### src/hw/rtl/assert_macros.svh
// ----------------------------------------------------------------------------
// Assertion macros
// Shared concurrent assertion forms for the RTL.
// ----------------------------------------------------------------------------
`ifndef ASSERT_MACROS_SVH
`define ASSERT_MACROS_SVH

// Check on every rising edge outside reset.
`define ASSERT_CLK(label, prop, msg) \
  label: assert property (@(posedge clk) disable iff (!rst_n) (prop)) else $error(msg);

// Check on every rising edge, reset included.
`define ASSERT_ALWAYS(label, prop, msg) \
  label: assert property (@(posedge clk) (prop)) else $error(msg);

`endif

### src/hw/rtl/mwt_pkg.sv
// ----------------------------------------------------------------------------
// mwt_pkg
// Types and constants of the memory watchpoint table.
// ----------------------------------------------------------------------------
`default_nettype none

package mwt_pkg;

  localparam int ENTRIES     = 16;
  localparam int ADDR_W      = 16;
  localparam int DATA_W      = 8;
  localparam int ACTION_W    = 2;
  localparam int STATUS_W    = 2;
  localparam int IN_TDATA_W  = 72;
  localparam int OUT_TDATA_W = 8;

  typedef enum logic [ACTION_W-1:0] {
    ACT_CHECK  = 2'd0,
    ACT_INSERT = 2'd1,
    ACT_ERASE  = 2'd2
  } action_t;

  typedef enum logic [STATUS_W-1:0] {
    ST_OK        = 2'd0,
    ST_DUP       = 2'd1,
    ST_FULL      = 2'd2,
    ST_NOT_FOUND = 2'd3
  } status_t;

  typedef struct packed {
    logic [ADDR_W-1:0] low_address;
    logic [ADDR_W-1:0] high_address;
    logic [DATA_W-1:0] match_value;
    logic              value_enable;
    logic              on_read;
    logic              on_write;
  } entry_t;

  typedef struct packed {
    logic [ACTION_W-1:0] action;
    logic [ADDR_W-1:0]   access_address;
    logic [DATA_W-1:0]   access_data;
    logic                access_is_write;
    entry_t              bp;
  } req_t;

  typedef struct packed {
    logic    hit;
    status_t status;
  } rsp_t;

endpackage

`default_nettype wire

### src/hw/rtl/mwt_table.sv
// ----------------------------------------------------------------------------
// mwt_table
// Watchpoint storage with parallel comparators and insert/erase update.
// ----------------------------------------------------------------------------
`default_nettype none

module mwt_table (
  input  wire                          clk,
  input  wire                          rst_n,
  input  wire                          apply,
  input  mwt_pkg::req_t                req,
  output mwt_pkg::rsp_t                rsp,
  output logic [mwt_pkg::ENTRIES-1:0]  valid_o
);
  import mwt_pkg::*;

  logic [ENTRIES-1:0] valid_r, valid_nxt;
  entry_t             ent_r [ENTRIES];

  entry_t             bp_norm;
  logic [ENTRIES-1:0] hit_vec;
  logic [ENTRIES-1:0] same_vec;
  logic [ENTRIES-1:0] free_vec;
  logic [ENTRIES-1:0] slot_oh;
  logic [ENTRIES-1:0] wr_vec;

  always_comb begin
    bp_norm = req.bp;
    if (!req.bp.value_enable) begin
      bp_norm.match_value = '0;
    end
  end

  always_comb begin
    for (int k = 0; k < ENTRIES; k++) begin
      hit_vec[k] = valid_r[k]
                 && (req.access_address >= ent_r[k].low_address)
                 && (req.access_address <= ent_r[k].high_address)
                 && (!ent_r[k].value_enable || ent_r[k].match_value == req.access_data)
                 && (req.access_is_write ? ent_r[k].on_write : ent_r[k].on_read);
      same_vec[k] = valid_r[k]
                  && (ent_r[k].low_address == bp_norm.low_address)
                  && (ent_r[k].high_address == bp_norm.high_address)
                  && (ent_r[k].value_enable == bp_norm.value_enable)
                  && (ent_r[k].on_read == bp_norm.on_read)
                  && (ent_r[k].on_write == bp_norm.on_write)
                  && (!bp_norm.value_enable || ent_r[k].match_value == bp_norm.match_value);
    end
  end

  assign free_vec = ~valid_r;
  assign slot_oh  = free_vec & (~free_vec + ENTRIES'(1));

  always_comb begin
    valid_nxt  = valid_r;
    wr_vec     = '0;
    rsp.hit    = 1'b0;
    rsp.status = ST_OK;
    unique case (req.action)
      ACT_CHECK: begin
        rsp.hit = |hit_vec;
      end
      ACT_INSERT: begin
        if (|same_vec) begin
          rsp.status = ST_DUP;
        end else if (~|free_vec) begin
          rsp.status = ST_FULL;
        end else begin
          valid_nxt = valid_r | slot_oh;
          wr_vec    = slot_oh;
        end
      end
      ACT_ERASE: begin
        if (|same_vec) begin
          valid_nxt = valid_r & ~same_vec;
        end else begin
          rsp.status = ST_NOT_FOUND;
        end
      end
      default: begin
      end
    endcase
  end

  always_ff @(posedge clk) begin
    if (!rst_n) begin
      valid_r <= '0;
    end else if (apply) begin
      valid_r <= valid_nxt;
    end
  end

  always_ff @(posedge clk) begin
    for (int k = 0; k < ENTRIES; k++) begin
      if (apply && wr_vec[k]) begin
        ent_r[k] <= bp_norm;
      end
    end
  end

  assign valid_o = valid_r;

endmodule

`default_nettype wire

### src/hw/rtl/memory_watchpoint_table_core.sv
// ----------------------------------------------------------------------------
// memory_watchpoint_table_core
// Bank of address/data watchpoints checked against one bus access per cycle while the output is not stalled.
// ----------------------------------------------------------------------------
// Input transactions arrive on in_tvalid/in_tready: in_tuser carries the
// action (check, insert, erase) and in_tdata the access and watchpoint fields.
// Every input transaction yields exactly one result transaction on
// out_tvalid/out_tready, in order: the hit flag and a status code.
// A transaction is registered on acceptance, compared against all entries from
// the input register and its result registered in the output register, which
// drives out_tvalid. With the output free one transaction is taken every
// cycle; insert and erase update the table in the same cycle as their
// compare, so the next transaction already sees the change.
// When the receiver stalls, the result holds in the output register and
// one more transaction may wait in the input register; in_tready then drops.
// Reset empties the table (all entries invalid) and clears both registers;
// no clearing pass is needed, the block accepts transactions right after.
// ----------------------------------------------------------------------------
`default_nettype none
`include "assert_macros.svh"

module memory_watchpoint_table_core (
  input  wire                                clk,
  input  wire                                rst_n,
  input  wire                                in_tvalid,
  output logic                               in_tready,
  // [15:0] access_address, [23:16] access_data, [24] access_is_write,
  // [40:25] bp_low_address, [56:41] bp_high_address, [64:57] bp_match_value,
  // [65] bp_value_enable, [66] bp_on_read, [67] bp_on_write, [71:68] zero
  input  wire [mwt_pkg::IN_TDATA_W-1:0]      in_tdata,
  // [1:0] action
  input  wire [mwt_pkg::ACTION_W-1:0]        in_tuser,
  output logic                               out_tvalid,
  input  wire                                out_tready,
  // [0] hit, [2:1] status, [7:3] zero
  output logic [mwt_pkg::OUT_TDATA_W-1:0]    out_tdata
);
  import mwt_pkg::*;

  logic   s1_valid_r, s1_valid_nxt;
  req_t   s1_r, s1_nxt;
  logic   out_valid_r, out_valid_nxt;
  rsp_t   out_r;
  rsp_t   rsp;
  logic   adv;
  logic   in_fire;
  logic [ENTRIES-1:0] valid_vec;
  logic   stall_both;
  logic   check_adv;
  logic   insert_ok;
  int     valid_cnt;

  assign adv       = s1_valid_r && (!out_valid_r || out_tready);
  assign in_tready = !s1_valid_r || adv;
  assign in_fire   = in_tvalid && in_tready;

  always_comb begin
    s1_nxt.action                = in_tuser;
    s1_nxt.access_address        = in_tdata[15:0];
    s1_nxt.access_data           = in_tdata[23:16];
    s1_nxt.access_is_write       = in_tdata[24];
    s1_nxt.bp.low_address        = in_tdata[40:25];
    s1_nxt.bp.high_address       = in_tdata[56:41];
    s1_nxt.bp.match_value        = in_tdata[64:57];
    s1_nxt.bp.value_enable       = in_tdata[65];
    s1_nxt.bp.on_read            = in_tdata[66];
    s1_nxt.bp.on_write           = in_tdata[67];
  end

  always_comb begin
    priority if (in_fire) begin
      s1_valid_nxt = 1'b1;
    end else if (adv) begin
      s1_valid_nxt = 1'b0;
    end else begin
      s1_valid_nxt = s1_valid_r;
    end
  end

  always_comb begin
    priority if (adv) begin
      out_valid_nxt = 1'b1;
    end else if (out_tready) begin
      out_valid_nxt = 1'b0;
    end else begin
      out_valid_nxt = out_valid_r;
    end
  end

  mwt_table u_table (
    .clk     (clk),
    .rst_n   (rst_n),
    .apply   (adv),
    .req     (s1_r),
    .rsp     (rsp),
    .valid_o (valid_vec)
  );

  always_ff @(posedge clk) begin
    if (!rst_n) begin
      s1_valid_r  <= 1'b0;
      out_valid_r <= 1'b0;
    end else begin
      s1_valid_r  <= s1_valid_nxt;
      out_valid_r <= out_valid_nxt;
    end
  end

  always_ff @(posedge clk) begin
    if (in_fire) begin
      s1_r <= s1_nxt;
    end
    if (adv) begin
      out_r <= rsp;
    end
  end

  assign out_tvalid = out_valid_r;
  assign out_tdata  = {{(OUT_TDATA_W-3){1'b0}}, out_r.status, out_r.hit};

  assign stall_both = s1_valid_r && out_valid_r && !out_tready;
  assign check_adv  = adv && (s1_r.action == ACT_CHECK);
  assign insert_ok  = adv && (s1_r.action == ACT_INSERT) && (rsp.status == ST_OK);
  assign valid_cnt  = $countones(valid_vec);

  `ASSERT_ALWAYS(a_reset_clears, !rst_n |=> (!s1_valid_r && !out_valid_r), "valid after reset")
  `ASSERT_CLK(a_stall_blocks, stall_both |-> !in_tready, "input taken while stalled")
  `ASSERT_CLK(a_check_status, check_adv |=> (out_r.status == ST_OK), "check status not ok")
  `ASSERT_CLK(a_insert_count, insert_ok |=> (valid_cnt == $past(valid_cnt) + 1), "insert count wrong")

endmodule

`default_nettype wire
### config.mk
export PLATFORM = sky130hd
export DESIGN_NAME = memory_watchpoint_table_core
export DESIGN_NICKNAME = d
export VERILOG_FILES = /design/src/hw/rtl/mwt_pkg.sv /design/src/hw/rtl/mwt_table.sv /design/src/hw/rtl/memory_watchpoint_table_core.sv
export VERILOG_INCLUDE_DIRS = /design/src /design/src/hw/rtl
export SDC_FILE = /design/constraint.sdc
export NUM_CORES = 2
export LEC_CHECK = 0
export BUFFER_PORTS_ARGS = -buffer_cell sky130_fd_sc_hd__buf_4
export CORE_UTILIZATION = 64
export CTS_CLUSTER_DIAMETER = 100
export CTS_CLUSTER_SIZE = 20
export DETAILED_ROUTE_END_ITERATION = 7
export MAX_ROUTING_LAYER = met4
export PLACE_DENSITY = 0.8
export SYNTH_ARGS = -nofsm -noshare
export SYNTH_HDL_FRONTEND = slang
export SYNTH_HIERARCHICAL = 1
export SYNTH_SLANG_ARGS = --single-unit
### constraint.sdc
create_clock -name clk -period 9.4 [get_ports clk]
set_input_delay 1.88 -clock clk [delete_from_list [all_inputs] [get_ports clk]]
set_output_delay 1.88 -clock clk [all_outputs]
set_load 0.02 [all_outputs]
* Word level (Yosys, flattened, before mapping) *
Memory sizes are Yosys's and may differ from the RTL's.
Cells that the tools add are included.

cells by class
  mux-type cells = 109
  equality and inequality tests = 117
  bitwise gates (word level) = 6
  order comparisons = 32
  add/subtract/negate cells = 1
  reduce and logical (&&, ||, !) cells = 254

operators by type and width
  kind                     count
  $mux W43                 15
  $reduce_or A43 Y1        15
  $eq A16 B16 Y1           32
  $eq A8 B8 Y1             32
  $ge A16 B16 Y1           16
  $le A16 B16 Y1           16
  $logic_and A1 B1 Y1      178
  $mux W16                 6
  $mux W1                  67
  $mux W4                  15
  $eq A1 B1 Y1             48
  $not A16 Y16             3
  $reduce_or A16 Y1        3
  $logic_or A1 B1 Y1       34
  $and A16 B16 Y16         2
  $pmux W16 S2             1
  $logic_not A1 Y1         19
  $add A16 B1 Y16 const B  1
  $or A16 B16 Y16          1
  $mux W8                  1
  $mux W2                  3
  $reduce_bool A2 Y1       3
  $reduce_and A5 Y1        1
  $ne A2 B1 Y1 const B     2
  other kinds (5)          5

storage, ports and cells
  output and inout port bits = 10
  bits in writable memories = 688
  input port bits = 78
  memories = 1
  register bits after elaboration = 91
  logic and storage cells = 535

memories
  memory         depth  width  rd ports  clocked after Yosys merged registers in  wr ports  RTL line         source
  u_table.ent_r  16     43     16        0                                        1         mwt_table.sv:18  entry_t ent_r [ENTRIES];

* Depth between registers and ports, before layout *
An unclocked memory read counts as a cell.

  depth in word-level cells = 30
  mapped depth = 14

* By module *
Netlist, hierarchy kept.

by module, submodules not included
  module                        cells an instance  times used  area each (sq um)  seq. area each (sq um)
  mwt_table                     3955               1           45318.5            20980.1
  memory_watchpoint_table_core  88                 1           2337.2             2232.1

* Least setup slack after synthesis *
No wires, ideal clock.

  kind = register -> register
  start = register s1_r[2] (netlist bit)
  end = memory u_table/ent_r[1][258] (netlist bit), enable pin
  library setup time = 0.551 ns
  data arrival time = 6.734 ns
  slack = 2.115 ns
  stages on the path, launching flop included = 13
  buffers on the path = 4
  cell sequence = edfxtp_1 -> buf_2 -> buf_2 -> buf_2 -> o21ai_0 -> a22oi_1 -> a211oi_1 -> a31oi_1 -> nor4_1 -> nor3_1 -> nand3_1 -> buf_2 -> nor4_1

on the way
  word-level cells in the longest chain between the ends = 27
  elaborated cells on any way between the ends = 210
  those cells by class = eq/ne: 32; mux: 65; reduce/logical: 113

ends and longest elaborated chain
  element                                                            RTL line                             source
  start, declared                                                    memory_watchpoint_table_core.sv:41   req_t s1_r, s1_nxt;
  start signal, assigned                                             memory_watchpoint_table_core.sv:111  s1_r <= s1_nxt;
  parallel branches: the longest is 5 deep, another holds $mux W8    -
  $reduce_or A16 Y1 *                                                mwt_table.sv:64                      if (|same_vec) begin
  $mux W16 *                                                         mwt_table.sv:64
  $mux W16 *                                                         mwt_table.sv:59                      unique case (req.action)
  $logic_and A1 B1 Y1                                                mwt_table.sv:95                      if (apply && wr_vec[k]) begin
  $mux W1                                                            mwt_table.sv:95
  $mux W1 (implied by the code)                                      mwt_table.sv:96                      ent_r[k] <= bp_norm;
  $reduce_or A43 Y1 (no line)                                        -
  $mux W4 (no line) / $mux W1 (equally long branches) (15 in a row)  -
  end, declared                                                      mwt_table.sv:18

Mark *: on every way between the ends.

* Worst setup path in the final report *
  start = register s1_r[2] (netlist bit)
  end = memory u_table/ent_r[0][335] (netlist bit), enable pin

Same word-level chain as after synthesis.

==> flow_summary.toml <==
[run_status]
status = "completed"

[floorplan]
start_util_pct = 65.0
ios = 88
row_count = 99
core-area_sq_um = 73300
die-area_sq_um = 75600
dieHeight_um = 275
die_w_um = 275

[timing]
fin_ws_ns = 2.88
rsz0062_at_grt = "no"
fmax_ghz = 0.153
slew_violations = 0
slew_headroom_pct = 24.4
setup_viol_count_final = 0
setup_tns_ns = 0
tightest_slew_ns = 1.13
skew_ns = 0.0268
final-hold-violation-count = 0
fin_crit_ns = 6.52
finalCritPeriodShare_pct = 69.3

[power]
power_density_nw_per_um2 = 132
seq_power_share_pct = 57.4
p_int_w = 0.00501
p_sw_w = 0.00172
p_comb_share_pct = 12.4
total_leakage_power_nw = 20.1
power_frac_clock_pct = 30.3
swShare_pct = 25.5
peakVddDrop_uv = 189

[detailed_routing]
ant_nets = 0
drt-total-wl_um = 141000
wl_per_cell_um = 27.6
vias = 33900
viasPerCell = 6.62
firstDrtPassIters = 6
post-route-drc-count = 0
drt_iter0_drc = 4264

[clock_tree]
numCtsBuffers = 44
clk_path_buf_depth = 3
h-tree-depth = 2
cts_resized = 0
postCtsHoldBufs = 0
root_buffer = "clkbuf_16"
cts_sinks = 779
cts_tree = "yes"
worst_skew_pair.late_latency_ns = 0.63
cts_setup_buffers = 0
clk_pin_slew_worst_paths_ns = 0.09

[worst_setup_path]
crit_type = "reg2reg"
critPathRequiredTime_ns = 9.64
reg2reg_depth = 11
cp-start-kind = "register"
cp_slowest_cell = "and4_2"
critPathMaxStageDelay_ns = 1.10
cp.arrival_ns = 6.76
path_cells = "buf_4 -> buf_4 -> o21a_1 -> or3_1 -> nand3_1 -> a31oi_1 -> nor4_1 -> nor3_1 -> nand3_1 -> nor2_1 -> and4_2"
endpoint_kind = "register"
cp_max_fo = 56

[finish]
multi_input_area_sq_um = 21900
drive_above_1_share_pct = 6.31
fin_nets = 4720
syn2layout_area_growth_pct = 6.59
fillCellCount = 5254
final_area_sq_um = 50800
seqCellArea_sq_um = 23200

[job]
cap_violations = 0

[logic_synthesis]
synth_cell_types = 74
synth-seq-cells = 779
post_synth.cell_area_avg_sq_um = 11.8
synth_top_area_share_pct = 48.0
netlist_top_cells_count = "edfxtp_1, ha_1, inv_1"
yosys-top-cells-area = "edfxtp_1, ha_1, xnor2_1"
synthCells = 4043
yosysMostFrequentCell = "edfxtp_1"
synthFlopType = "edfxtp_1"
ys.warnings.count = 6
synth_top_area_cell = "edfxtp_1"
synth_seq_area_share_pct = 48.7
synth_edf_count = 761
synth_area_sq_um = 47700
synthArstFlopShare_pct = 0

[global_route]
antenna_found_initial = 4
grt_pass1_vias = 33100
grt_max_degree = 71
grt_first_pass_wirelength_um = 207000
gr-total-overflow = 0
grtUsageTotal_pct = 38.8

[worst_hold_path]
holdCritPathClass = "reg2reg"
holdPathStages = 0

[placement]
place_congestion = 1.01
port-buffer-count = 78
post_dp_cell_area_sq_um = 49600
place_ws_ns = 3.22
hpwl_um = 89300
## registers in the layout (all words and copies together), names as in the netlist
signal           cells
out_tdata            3
out_tvalid           1
s1_r                70
s1_valid_r           1
u_table/ent_r      688
u_table/valid_o     16
## critical path, delay by kind of cell (launching register included)
family / cells / cell delay [ns]
simple gates: 7 / 3.61
compound gates: 2 / 0.93
buf+inv: 2 / 1.11
flops: 1 / 0.36
## cells by family after synthesis
group,synth area share (%)
AOI/OAI and AO/OA,9.14
xor gates and xnor gates,14.0
adders and majority gates,13.5
buffers and inverters,5.41
DFF,48.7
muxes,0.142
other,0.00787
and+or+nand+nor,9.05
## per-layer routing
layer	routed length, um	vias up	GRT usage (%)
met5	0	-	-
met4	9630	0	21.5
met3	15500	580	5.46
met2	64000	2153	60.6
met1	52300	16300	48.9
li1	-	14900	-
## metrics by stage
step / hold slack, ns / total power [W] / std cells / utilization, %
final: 0.551 / 0.00673 / 5114 / 69.3
after global routing: 0.571 / 0.00689 / 5114 / 69.3
after CTS: 0.557 / 0.00672 / 5113 / 69.3
after detailed placement: 0.541 / 0.00474 / 5040 / 67.6
after global placement: 0.519 / 0.00472 / 5040 / 67.6
after floorplan: 0.532 / 0.00442 / 4047 / -
## power by group through the flow
stage / combinational [W] / clock (W) / sequential (W)
6_report: 0.000834 / 0.00204 / 0.00386
3_3_place_gp: 0.000779 / 0 / 0.00394
5_1_grt: 0.000876 / 0.00216 / 0.00386
3_5_place_dp: 0.000803 / 0 / 0.00394
2_1_floorplan: 0.000454 / 0 / 0.00397
4_1_cts: 0.000810 / 0.00205 / 0.00386
## final timing paths
| kind | from | to | slack, ns |
|---|---|---|---|
| worst max-delay path | s1_r[2]$_DFFE_PP_ | u_table/ent_r[0][335]$_DFFE_PP_ | 2.88 |
| worst min-delay path | s1_r[28]$_DFFE_PP_ | u_table/ent_r[0][243]$_DFFE_PP_ | 0.55 |
| worst max register to register | s1_r[2]$_DFFE_PP_ | u_table/ent_r[0][335]$_DFFE_PP_ | 2.88 |
| worst min register to register | s1_r[28]$_DFFE_PP_ | u_table/ent_r[0][243]$_DFFE_PP_ | 0.55 |
## placed cells by master, fill, tap and decap left out, types with 7 or more instances in the layout
master / Yosys / layout
a2111oi_0: 7 / 7
a211oi_1: 29 / 29
a21o_1: 151 / 151
a21oi_1: 106 / 105
a22oi_1: 15 / 15
a31oi_1: 31 / 31
and2_1: 12 / 12
and3_1: 14 / 7
and3_2: 0 / 7
and4_1: 18 / 16
buf_4: 13 / 172
clkbuf_1: 51 / 26
clkbuf_16: 0 / 45
dfxtp_1: 18 / 18
edfxtp_1: 761 / 761
ha_1: 515 / 515
inv_1: 509 / 508
nand2_1: 35 / 35
nand2b_1: 40 / 40
nand3_1: 23 / 23
nand3b_1: 8 / 8
nand4_1: 216 / 216
nor2_1: 70 / 70
nor2b_1: 40 / 40
nor3_1: 41 / 41
nor4_1: 118 / 113
nor4bb_1: 28 / 28
o2111ai_1: 14 / 14
o211ai_1: 12 / 12
o21a_1: 44 / 44
o21ai_0: 112 / 112
o22ai_1: 11 / 11
o31ai_1: 8 / 8
o32a_1: 14 / 14
o32ai_1: 16 / 16
o41ai_1: 8 / 8
or3_1: 10 / 10
xnor2_1: 477 / 477
xor2_1: 286 / 286
## layout make-up
cell class | count | area share [%]
timing repair buffer | 172 | 2.54
tap | 959 | 2.36
antenna | 1 | 0.00493
multi-input combinational | 2620 | 43.2
inverter | 510 | 3.77
sequential | 779 | 45.7
clock inverter | 2 | 0.0345
clock buffer | 71 | 2.41
No activity file was read; power rests on OpenSTA's default activity.
